`src/sv/spbp_pkg.sv`:
```
// Shared constants, types and helper functions for the sign projection bit packer.
`timescale 1ns / 1ps
`default_nettype none

package spbp_pkg;

  localparam int MAX_BITS    = 256;
  localparam int MAX_DIMS    = 512;
  localparam int VALUE_WIDTH = 16;
  localparam int WORD_BITS   = 64;
  localparam int ACC_W       = 48;
  localparam int PROD_W      = 2 * VALUE_WIDTH;
  localparam int SUM_W       = ACC_W + 1;

  localparam int MAX_WORDS   = (MAX_BITS / WORD_BITS > 4) ? 4 : MAX_BITS / WORD_BITS;

  localparam int BIT_IDX_W   = 8;
  localparam int DIM_IDX_W   = 9;
  localparam int WORD_IDX_W  = 2;
  localparam int WCNT_W      = 3;
  localparam int BIT_CNT_W   = $clog2(WORD_BITS);

  localparam int BITS_CFG_W  = 9;
  localparam int DIMS_CFG_W  = 10;
  localparam int APB_ADDR_W  = 3;
  localparam int APB_DATA_W  = 32;

  typedef logic signed [VALUE_WIDTH-1:0] value_t;
  typedef logic signed [PROD_W-1:0]      prod_t;
  typedef logic signed [ACC_W-1:0]       acc_t;
  typedef logic [WORD_IDX_W-1:0]         word_idx_t;

  // Register map, selected by the word address.
  typedef enum logic [0:0] {
    REG_BITS_IN_USE = 1'b0,
    REG_DIMS_IN_USE = 1'b1
  } reg_idx_e;

  typedef enum logic [0:0] {
    PK_IDLE  = 1'b0,
    PK_SHIFT = 1'b1
  } pk_state_e;

  // Controls broadcast from the top level to every cell of the chain.
  typedef struct packed {
    logic rd_en;
    logic mul_en;
    logic mac_en;
    logic cap;
    logic shift;
  } cell_ctl_t;

  function automatic logic [WCNT_W-1:0] word_count(input logic [BITS_CFG_W-1:0] bits);
    logic [WCNT_W-1:0] w;
    w = WCNT_W'(bits >> BIT_CNT_W);
    if (w == '0) begin
      w = WCNT_W'(1);
    end else if (w > WCNT_W'(MAX_WORDS)) begin
      w = WCNT_W'(MAX_WORDS);
    end
    return w;
  endfunction

  function automatic logic [DIMS_CFG_W-1:0] dim_count(input logic [DIMS_CFG_W-1:0] dims);
    logic [DIMS_CFG_W-1:0] d;
    d = dims;
    if (d == '0) begin
      d = DIMS_CFG_W'(1);
    end else if (d > DIMS_CFG_W'(MAX_DIMS)) begin
      d = DIMS_CFG_W'(MAX_DIMS);
    end
    return d;
  endfunction

endpackage

`default_nettype wire

```
`src/sv/spbp_if.sv`:
```
// Valid/ready stream interfaces for input items and packed output words.
`timescale 1ns / 1ps
`default_nettype none


interface spbp_out_if;
  import spbp_pkg::*;
  logic                 valid;
  logic                 ready;
  logic [WORD_BITS-1:0] bit_word;
  word_idx_t            word_index;
  logic                 last_word;

  modport source (output valid, bit_word, word_index, last_word, input ready);
  modport sink   (input valid, bit_word, word_index, last_word, output ready);
endinterface

`default_nettype wire

```
`src/sv/spbp_packer.sv`:
```
// Collects sign bits from the head of the chain into 64-bit words with an output register.
`timescale 1ns / 1ps
`default_nettype none

module spbp_packer import spbp_pkg::*; (
  input  logic              clk_i,
  input  logic              rst_ni,
  input  logic              start_i,
  input  logic [WCNT_W-1:0] nwords_i,
  input  logic              head_i,
  output logic              shift_o,
  spbp_out_if.source        out_o
);

  pk_state_e              state_q;
  pk_state_e              state_d;
  logic [BIT_CNT_W-1:0]   bit_cnt_q;
  word_idx_t              widx_q;
  logic [WCNT_W-1:0]      nwords_q;
  logic [WORD_BITS-2:0]   asm_q;
  logic                   out_valid_q;
  logic [WORD_BITS-1:0]   out_word_q;
  word_idx_t              out_idx_q;
  logic                   out_last_q;
  logic                   word_done;
  logic                   last_word;

  always_comb begin
    state_d = state_q;
    unique case (state_q)
      PK_IDLE: begin
        if (start_i) state_d = PK_SHIFT;
      end
      PK_SHIFT: begin
        if (word_done && last_word) state_d = PK_IDLE;
      end
    endcase
  end

  // A word can only complete when the output register is free or being emptied.
  always_comb begin
    shift_o   = (state_q == PK_SHIFT) &&
                !((bit_cnt_q == '1) && out_valid_q && !out_o.ready);
    word_done = shift_o && (bit_cnt_q == '1);
    last_word = (WCNT_W'(widx_q) + WCNT_W'(1)) == nwords_q;
  end

  always_ff @(posedge clk_i or negedge rst_ni) begin
    if (!rst_ni) begin
      state_q     <= PK_IDLE;
      bit_cnt_q   <= '0;
      widx_q      <= '0;
      nwords_q    <= '0;
      out_valid_q <= 1'b0;
    end else begin
      state_q <= state_d;
      if (start_i) begin
        bit_cnt_q <= '0;
        widx_q    <= '0;
        nwords_q  <= nwords_i;
      end else if (shift_o) begin
        bit_cnt_q <= bit_cnt_q + BIT_CNT_W'(1);
        if (word_done) widx_q <= widx_q + WORD_IDX_W'(1);
      end
      if (word_done) begin
        out_valid_q <= 1'b1;
      end else if (out_o.ready) begin
        out_valid_q <= 1'b0;
      end
    end
  end

  always_ff @(posedge clk_i) begin
    if (shift_o) begin
      asm_q <= {asm_q[WORD_BITS-3:0], head_i};
    end
    if (word_done) begin
      out_word_q <= {asm_q, head_i};
      out_idx_q  <= widx_q;
      out_last_q <= last_word;
    end
  end

  assign out_o.valid      = out_valid_q;
  assign out_o.bit_word   = out_word_q;
  assign out_o.word_index = out_idx_q;
  assign out_o.last_word  = out_last_q;

endmodule

`default_nettype wire
```
`src/flat_wrapper.sv`:
```
// flat-port wrapper written by rule: the top's interface ports become plain ports
module spbp_packer_flat import spbp_pkg::*;
  (clk_i, rst_ni, start_i, nwords_i, head_i, shift_o, out_o_valid, out_o_bit_word, out_o_word_index, out_o_last_word, out_o_ready);
  spbp_out_if out_o_i ();
  input  logic clk_i;
  input  logic rst_ni;
  input  logic start_i;
  input  logic [WCNT_W-1:0] nwords_i;
  input  logic head_i;
  output logic shift_o;
  output wire logic [$bits(out_o_i.valid)-1:0] out_o_valid;
  output wire logic [$bits(out_o_i.bit_word)-1:0] out_o_bit_word;
  output wire logic [$bits(out_o_i.word_index)-1:0] out_o_word_index;
  output wire logic [$bits(out_o_i.last_word)-1:0] out_o_last_word;
  input wire logic [$bits(out_o_i.ready)-1:0] out_o_ready;
  assign out_o_valid = out_o_i.valid;
  assign out_o_bit_word = out_o_i.bit_word;
  assign out_o_word_index = out_o_i.word_index;
  assign out_o_last_word = out_o_i.last_word;
  assign out_o_i.ready = out_o_ready;
  spbp_packer u_core (.clk_i(clk_i), .rst_ni(rst_ni), .start_i(start_i), .nwords_i(nwords_i), .head_i(head_i), .shift_o(shift_o), .out_o(out_o_i));
endmodule
```
`config.mk`:
```
export PLATFORM = sky130hd
export DESIGN_NAME = spbp_packer_flat
export DESIGN_NICKNAME = d
export VERILOG_FILES = /design/src/sv/spbp_pkg.sv /design/src/sv/spbp_if.sv /design/src/sv/spbp_packer.sv /design/src/flat_wrapper.sv
export SDC_FILE = /design/constraint.sdc
export NUM_CORES = 1
export LEC_CHECK = 0
export ABC_AREA = 1
export BUFFER_PORTS_ARGS = -buffer_cell sky130_fd_sc_hd__buf_2
export CORE_MARGIN = 8
export CORE_UTILIZATION = 40
export DETAILED_ROUTE_END_ITERATION = 10
export SKIP_CTS_REPAIR_TIMING = 1
export SLEW_MARGIN = 40
export SYNTH_ARGS = -nofsm -noshare
export SYNTH_HDL_FRONTEND = slang
export SYNTH_SLANG_ARGS = --single-unit
```
`constraint.sdc`:
```
create_clock -name clk_i -period 5.7 [get_ports clk_i]
set_input_delay 1.14 -clock clk_i [delete_from_list [all_inputs] [get_ports clk_i]]
set_output_delay 1.14 -clock clk_i [all_outputs]
set_load 0.03 [all_outputs]
```
==> results of run 1 <==
-- routing by layer --
| layer | GRT usage (%) | vias to the layer above | share of wire, % |
|---|---|---|---|
| li1 | - | 1028 | - |
| met1 | 13.7 | 1050 | 46 |
| met2 | 15.1 | 77 | 45 |
| met3 | 4.03 | 8 | 7.9 |
| met4 | 4.51 | 0 | 0.84 |
| met5 | 0 | - | 0 |
-- final cells by class --
class / instances / area (um2)
well taps: 143 / 179
clock buffers: 17 / 425
inverters: 16 / 66.3
multi-input cells: 67 / 339
flip-flops and latches: 143 / 4230
repair buffers: 78 / 399
fillers: 941 / 5510
clock inverters: 14 / 226
-- cell usage in the layout (no fill, tap or decap), types with 2 or more instances in the layout --
master and instances:
nand4_1 4, nand3_2 2, inv_8 2, edfxtp_1 130
bufinv_16 5, inv_2 2, ha_1 2, o21ai_0 2
inv_6 5, clkbuf_16 17, nand2_1 37, clkinvlp_4 2
inv_1 12, nor2_1 5, xor2_1 2, dfrtp_1 13
buf_2 76, nand3_1 7
-- power breakdown --
| group | internal, mW | switching, mW |
|---|---|---|
| sequential | 1.18 | 0.0202 |
| clock | 0.785 | 0.424 |
| combinational | 0.00635 | 0.00977 |
| total | 1.97 | 0.453 |
-- sequential cells by signal (all words and copies together) (netlist names) --
signal and cells:
u_core.out_o.valid 1, u_core.out_o.bit_word 64, u_core.widx_q 2, u_core.out_o.word_index 2, u_core.bit_cnt_q 6, u_core.asm_q 63, u_core.out_o.last_word 1, u_core.state_q 1
u_core.nwords_q 3
-- stage by stage --
step	instances	utilization (%)
floorplan	227	-
global placement	447	45.8
detailed placement	447	45.8
CTS	478	51.5
global route	478	51.6
finish	478	51.6
-- final timing paths --
kind / from / to / slack, ns / depth (start not counted)
max: out_o_ready / shift_o / 2.77 / 6
min: u_core.asm_q[62] / u_core.out_o.bit_word[63] / 0.42 / 0
max reg2reg: u_core.bit_cnt_q[0] / u_core.out_o.bit_word[19] / 3.37 / 6
min reg2reg: u_core.asm_q[62] / u_core.out_o.bit_word[63] / 0.42 / 0
max in group asynchronous: rst_ni / u_core.bit_cnt_q[2] / 4.84 / 1
min in group asynchronous: rst_ni / u_core.state_q / 0.62 / 1
-- logic make-up (layout without fill, tap and decap cells) --
| kind of cell | Yosys count | after routing | synth area share, % |
|---|---|---|---|
| buffers and inverters | 17 | 125 | 1.59 |
| DFF | 143 | 143 | 91.3 |
| adders and majority gates | 2 | 2 | 0.540 |
| AOI/OAI and AO/OA | 4 | 4 | 0.513 |
| and+or+nand+nor | 58 | 58 | 5.53 |
| xor gates and xnor gates | 3 | 3 | 0.567 |
==> flow_summary.yaml, run 1 <==
clock_network:
  tritoncts: "yes"
  cts-root-buf: "clkbuf_16"
  clkSlewWorstSetupHoldPaths_ns: 0.06
  clock_path_buffers: 2
  cts_buffers: 17
  cts_max_level: 4
  clk_latency_ns: 0.40
  clock_sinks: 143
cells_and_area:
  area_delta_synth_final_pct: 26.5
  final_area_um2: 5860
  nets: 333
  drive_gt1_share_pct: 34.9
  insertedDiodeCount: 0
sta:
  post-route-period-util_pct: 51.4
  final-hold-violation-count: 0
  period_needed_ns: 2.93
  fin_tns_setup_ns: 0
  maxSlewHeadroom_pct: 58.1
  skew_ns: 0.0103
  final_max_slew_viol_count: 0
  tightest_slew_ns: 0.629
  fin_ws_ns: 2.77
  rsz0062_at_grt: "no"
  fmax_mhz: 341
  timing.hold.ws_ns: 0.419
  setup_viol_count_final: 0
routing:
  avgRoutedWirePerCell_um: 16.1
  firstDrtPassIters: 4
  num_vias: 2163
  route.detailed.drc: 0
  via_per_inst: 4.53
  drt_iter0_markers: 218
  ant_nets: 0
  routed_wl_um: 7720
place:
  dp_hpwl_um: 4710
  placed_cell_area_um2: 5210
  io_buffers: 76
  dp_slack_ns: 2.76
  gp_congestion: 0.737
yosys:
  synth_common_cells: "edfxtp_1, nand2_1, dfrtp_1"
  ys_warn_count: 0
  async_reset_ff_share_pct: 9.09
  ys.flop_type: "edfxtp_1"
  yosysMostFrequentCell: "edfxtp_1"
  synth.area.top_cells: "edfxtp_1, dfrtp_1, nand2_1, inv_1, nand3_1"
  yosys.area.top_type: "edfxtp_1"
  synth_edf_count: 130
  ys_types: 21
  synth.net_count: 237
  syn_avg_cell_area_um2: 20.4
  ys_ff_latch: 143
  netlist_instances: 227
  syn-cell-area_um2: 4630
  yosys.area.top_type_share_pct: 84.2
  ys_seq_area_share_pct: 91.3
setup_path:
  cpLargestDelayFamily: "buffers and inverters"
  cp_num_buf_inv: 3
  critPathRequiredTime_ns: 4.56
  arrival_ns: 1.79
  slowest_stage: "buf_2"
  cp_cell_sequence: "buf_2, inv_1, nand2_1, nor2_2, a21oi_4, buf_2"
  crit_path_max_fanout: 3
  crit_path_end_kind: "output port"
  cp_common_cell: "buf_2"
  critical-path-max-stage-delay_ns: 0.18
  cp-start-kind: "input pin"
  crit_type: "in2out"
grt:
  grt_pass1_vias: 2243
  grt_overflow: 0
  grt_max_degree: 69
  grt_usage_pct: 10.4
  grt_pass1_wl_um: 11800
  antenna_found_initial: 0
floorplanning:
  core_area_um2: 11400
  initial_core_util_pct: 40.8
  ioPinCount: 77
  fp.dieH_um: 124
  design.die.area_um2: 15300
  fp.dieW_um: 124
  rows: 39
power:
  power_density_nw_per_um2: 414
  ir_drop_uv: 187
  p_total_mw: 2.43
  leakage_nw: 2.32
job:
  maxCapViolCount: 0
run_status:
  outcome: "completed"
min_path:
  hold_path.class: "reg2reg"
No activity file was read; power rests on OpenSTA's default activity.
==> run 2: changes to the inputs <==
--- a/config.mk
+++ b/config.mk
@@ -5,7 +5,7 @@
 export SDC_FILE = /design/constraint.sdc
 export NUM_CORES = 1
 export LEC_CHECK = 0
-export ABC_AREA = 1
+export ABC_AREA = 0
 export BUFFER_PORTS_ARGS = -buffer_cell sky130_fd_sc_hd__buf_2
 export CORE_MARGIN = 8
 export CORE_UTILIZATION = 40
==> constraint.sdc (replaced) <==
create_clock -name clk_i -period 2.55 [get_ports clk_i]
set_input_delay 0.51 -clock clk_i [delete_from_list [all_inputs] [get_ports clk_i]]
set_output_delay 0.51 -clock clk_i [all_outputs]
set_load 0.03 [all_outputs]
==> flow_summary.yaml, run 2 <==
run_status:
  outcome: "completed"
cells_and_area:
  area_delta_synth_final_pct: 26.8
  insertedDiodeCount: 0
  utilization_pct: 51.5
  final_common_cell: "edfxtp_1"
  ff_latch_area_um2: 4230
  nFillCells: 934
  layout_common_cells: "edfxtp_1, buf_2, clkbuf_16"
  nets: 301
  drive_gt1_share_pct: 40.1
  multiInputGateArea_um2: 384
  largest_reg_flops: 64
  final_area_um2: 5830
routing:
  drt_iter0_markers: 155
  via_per_inst: 4.67
  route.detailed.drc: 0
  routed_wl_um: 7480
  firstDrtPassIters: 6
  avgRoutedWirePerCell_um: 16.7
  ant_nets: 0
  num_vias: 2089
sta:
  fmax_mhz: 460
  final-hold-violation-count: 0
  timing.hold.ws_ns: 0.298
  final_max_slew_viol_count: 0
  fin_ws_ns: 0.378
  maxSlewHeadroom_pct: 66.1
  period_needed_ns: 2.17
  rsz0062_at_grt: "no"
  tightest_slew_ns: 0.508
  post-route-period-util_pct: 85.2
  setup_viol_count_final: 0
  fin_tns_setup_ns: 0
  skew_ns: 0.00707
setup_path:
  arrival_ns: 1.66
  crit_path_end_kind: "output port"
  critPathLaunch: "u_core.bit_cnt_q[4]"
  crit_path_max_fanout: 4
  reg2regPathDepth: 4
  reg2reg_from: "u_core.bit_cnt_q[1]"
  cp-start-kind: "register"
  crit_type: "reg2out"
  endpoint: "shift_o"
  reg2reg_to: "u_core.out_o.bit_word[56]"
  critPathRequiredTime_ns: 2.04
  r2r_slack_ns: 0.78
yosys:
  ys_seq_area_share_pct: 91.9
  yosysMostFrequentCell: "edfxtp_1"
  yosys.area.top_type_share_pct: 84.9
  ys_warn_count: 0
  synth.net_count: 202
  ys_ff_latch: 143
  synth_edf_count: 130
  yosys.area.top_type: "edfxtp_1"
  async_reset_ff_share_pct: 9.09
  syn-cell-area_um2: 4600
  synth.area.top_cells: "edfxtp_1, dfrtp_1, mux2_2, a211oi_1, ha_1"
  ys.flop_type: "edfxtp_1"
  syn_avg_cell_area_um2: 24.0
  synth_common_cells: "edfxtp_1, dfrtp_1"
  ys_types: 26
  netlist_instances: 192
grt:
  grt_use_met3_pct: 4.70
  grt_overflow: 0
  top_usage_layer: "met2"
  grt_pass1_wl_um: 11700
  use_met1_pct: 13.6
  grt_max_degree: 58
  met2_usage_pct: 14.8
  grt_pass1_vias: 2137
  antenna_found_initial: 0
  grt_usage_pct: 10.4
floorplanning:
  rows: 39
  fp.dieH_um: 123
  ioPinCount: 77
  initial_core_util_pct: 40.6
  core_area_um2: 11300
  fp.dieW_um: 123
  design.die.area_um2: 15200
power:
  leakage_nw: 2.16
  power_density_nw_per_um2: 877
  ir_drop_uv: 468
clock_network:
  clk_latency_ns: 0.40
  tritoncts: "yes"
  clock_sinks: 143
  clock_path_buffers: 2
  clkSlewWorstSetupHoldPaths_ns: 0.06
  cts-root-buf: "clkbuf_16"
  cts_buffers: 17
  cts_max_level: 4
place:
  placed_cell_area_um2: 5240
  dp_slack_ns: 0.599
  io_buffers: 76
  gp_congestion: 0.743
  dp_hpwl_um: 4700
min_path:
  min_path_cells: 1
  hold_path.class: "in2reg"
job:
  maxCapViolCount: 0
run 2: cell count changes after synthesis, sizes merged, moves of 3 or more:
| cell | previous run | this run |
|---|---|---|
| a211oi | 0 | 4 |
| mux2 | 0 | 5 |
| nand3 | 9 | 2 |
| nand2 | 38 | 2 |
| o21ai | 3 | 0 |
| nand4 | 4 | 1 |
| nor2b | 0 | 3 |
| a21oi | 1 | 4 |
| nor2 | 6 | 3 |
| inv | 15 | 4 |
run 2: metrics by stage:
step                      power (mW)  cells
after global placement          2.77    414
final                           5.11    447
after detailed placement        2.78    414
after CTS                       5.17    446
after global routing            5.29    447
after floorplan                 2.74    192
run 2: cells by family after synthesis:
family                   count (synthesis)  share of synthesized area [%]
buffers and inverters                    5                          0.490
AO/OA/AOI/OAI                           14                           2.34
multiplexers                             6                           1.44
adder cells (fa/ha/maj)                  2                          0.544
XOR/XNOR                                 3                          0.571
flip-flops                             143                           91.9
AND/OR/NAND/NOR                         19                           2.67
run 2: power breakdown:
group	switching (mW)	total [mW]	leakage, nW	internal, mW
combinational	0.0185	0.0380	0.452	0.0196
sequential	0.0481	2.69	1.44	2.64
clock	1.01	2.38	0.273	1.38
total	1.08	5.11	2.16	4.04
run 2: final cells by class:
type | instances | share of cell area (%)
Clock buffer | 17 | 7.30
Sequential cell | 143 | 72.6
Inverter | 4 | 0.258
Timing Repair Buffer | 81 | 7.64
Clock inverter | 15 | 2.60
Tap cell | 143 | 3.07
Multi-Input combinational cell | 44 | 6.59
run 2: routing by layer:
layer | vias to the layer above | wire [um]
li1 | 972 | -
met1 | 1029 | 3370
met2 | 78 | 3350
met3 | 10 | 675
met4 | 0 | 76
met5 | - | 0
run 2: worst min path at each step:
stage,startpoint,to
global placement,rst_ni,u_core.bit_cnt_q[5]
detailed placement,u_core.asm_q[62],u_core.out_o.bit_word[63]
floorplan,rst_ni,u_core.bit_cnt_q[0]
finish,head_i,u_core.out_o.bit_word[0]
CTS,rst_ni,u_core.bit_cnt_q[5]
global route,head_i,u_core.out_o.bit_word[0]
run 2: critical path, cell delays in order (launching register included):
cell and delay, ns:
dfrtp_1 0.40, and4b_2 0.30, a41oi_4 0.30, buf_2 0.25
==> run 3: changes to the inputs <==
--- a/config.mk
+++ b/config.mk
@@ -7,9 +7,12 @@
 export LEC_CHECK = 0
 export ABC_AREA = 0
 export BUFFER_PORTS_ARGS = -buffer_cell sky130_fd_sc_hd__buf_2
+export CELL_PAD_IN_SITES_DETAIL_PLACEMENT = 0
+export CELL_PAD_IN_SITES_GLOBAL_PLACEMENT = 1
 export CORE_MARGIN = 8
 export CORE_UTILIZATION = 40
 export DETAILED_ROUTE_END_ITERATION = 10
+export PLACE_DENSITY_LB_ADDON = 0.1
 export SKIP_CTS_REPAIR_TIMING = 1
 export SLEW_MARGIN = 40
 export SYNTH_ARGS = -nofsm -noshare
==> flow_summary.yaml, run 3 (synthesis results as in run 2) <==
cells_and_area:
  largest_reg_flops: 64
  insertedDiodeCount: 0
  area_delta_synth_final_pct: 25.7
  final_cells: 444
  nets: 298
  drive_gt1_share_pct: 37.5
  final_common_cell: "edfxtp_1"
  layout_common_cells: "edfxtp_1, buf_2, clkbuf_16"
setup_path:
  reg2regPathDepth: 4
  cp_num_buf_inv: 1
  crit_path_end_kind: "output port"
  reg2reg_to: "u_core.bit_cnt_q[0]"
  slowest_stage: "dfrtp_1"
  critPathRequiredTime_ns: 2.04
  crit_path_max_fanout: 4
  r2r_slack_ns: 0.65
  crit_type: "reg2out"
  arrival_ns: 1.66
  path_depth: 3
  endpoint: "shift_o"
  cp-start-kind: "register"
  cpLargestDelayFamily: "flip-flops"
  cp_cell_sequence: "and4b_2, a41oi_4, buf_2"
  critical-path-max-stage-delay_ns: 0.41
  critPathLaunch: "u_core.bit_cnt_q[4]"
  reg2reg_from: "u_core.bit_cnt_q[4]"
sta:
  period_needed_ns: 2.17
  tightest_slew_ns: 0.510
  fmax_mhz: 461
  setup_viol_count_final: 0
  fin_ws_ns: 0.379
  rsz0062_at_grt: "no"
  timing.hold.ws_ns: -0.00994
  skew_ns: 0.00809
  post-route-period-util_pct: 85.1
  maxSlewHeadroom_pct: 65.9
  final-hold-violation-count: 8
  final_max_slew_viol_count: 0
  fin_tns_setup_ns: 0
place:
  gp_congestion: 0.754
  io_buffers: 76
  dp_hpwl_um: 4360
  dp_slack_ns: 0.487
  placed_cells: 412
floorplanning:
  fp.dieH_um: 123
  core_area_um2: 11300
  ioPinCount: 77
  initial_core_util_pct: 40.6
  design.die.area_um2: 15200
  fp.dieW_um: 123
  rows: 39
power:
  p_clk_share_pct: 45.7
  switching_share_pct: 18.7
  p_int_mw: 4.08
  power_density_nw_per_um2: 868
  switchingPower_mw: 0.941
  power_frac_seq_pct: 53.6
  leakage_nw: 2.13
  p_comb_share_pct: 0.7
  ir_drop_uv: 385
clock_network:
  cts_buffers: 17
  clkSlewWorstSetupHoldPaths_ns: 0.06
  tritoncts: "yes"
  clock_sinks: 143
  clk_latency_ns: 0.40
  cts_max_level: 4
  cts-root-buf: "clkbuf_16"
  clock_path_buffers: 2
grt:
  grt_pass1_wl_um: 11900
  grt_use_met3_pct: 4.16
  grt_max_degree: 70
  use_met1_pct: 13.0
  top_usage_layer: "met2"
  met2_usage_pct: 15.4
  grt_pass1_vias: 2221
  grt_overflow: 0
  antenna_found_initial: 0
  grt_usage_pct: 10.5
job:
  maxCapViolCount: 0
run_status:
  outcome: "finished, violations left"
  violations: "hold timing"
routing:
  drt_iter0_markers: 137
  firstDrtPassIters: 4
  avgRoutedWirePerCell_um: 16.6
  via_per_inst: 4.70
  route.detailed.drc: 0
  routed_wl_um: 7380
  ant_nets: 0
  num_vias: 2089
min_path:
  hold_path.class: "in2async"
[run 3: cell count changes in the layout (fill, tap and decap cells not counted), sizes merged]
cell,change
dlygate4sd3,-1
clkbuf,+1
inv,-7
buf,-2
bufinv,+1
clkinv,+6
clkinvlp,-1
[run 3: metal layers]
metal | wire (um) | part of all wire [%]
met2 | 3420 | 46
met1 | 3120 | 42
met5 | 0 | 0
met4 | 143 | 1.9
met3 | 696 | 9.4
[run 3: power groups by stage]
stage          Sequential [mW]  Combinational, mW  Clock [mW]
2_1_floorplan             2.72             0.0245           0
4_1_cts                   2.69             0.0388        2.35
3_5_place_dp              2.74             0.0385           0
3_3_place_gp              2.73             0.0386           0
5_1_grt                   2.70             0.0431        2.46
6_report                  2.69             0.0374        2.29
[run 3: cell type report]
cell class,instances,area (um2)
sequential,143,4230
timing repair buffer,78,420
inverter,4,15.0
multi-input combinational,44,384
fill,946,5540
tap,143,179
clock inverter,14,124
clock buffer,18,429
[run 3: per-stage QoR]
stage,area [um2],total power [mW],hold WS (ns),utilization [%]
after detailed placement,5230,2.77,0.415,46.2
final,5780,5.02,-0.00994,51.1
after global placement,5230,2.77,0.407,46.2
after floorplan,4640,2.74,0.214,-
after CTS,5780,5.08,-0.00979,51.1
after global routing,5780,5.21,0.00232,51.1
[run 3: worst min-delay path by stage]
stage | endpoint | startpoint
2_1_floorplan | u_core.bit_cnt_q[0] | rst_ni
3_3_place_gp | u_core.out_o.bit_word[63] | u_core.asm_q[62]
3_5_place_dp | u_core.out_o.bit_word[63] | u_core.asm_q[62]
4_1_cts | u_core.nwords_q[0] | rst_ni
5_1_grt | u_core.nwords_q[1] | rst_ni
6_report | u_core.nwords_q[0] | rst_ni
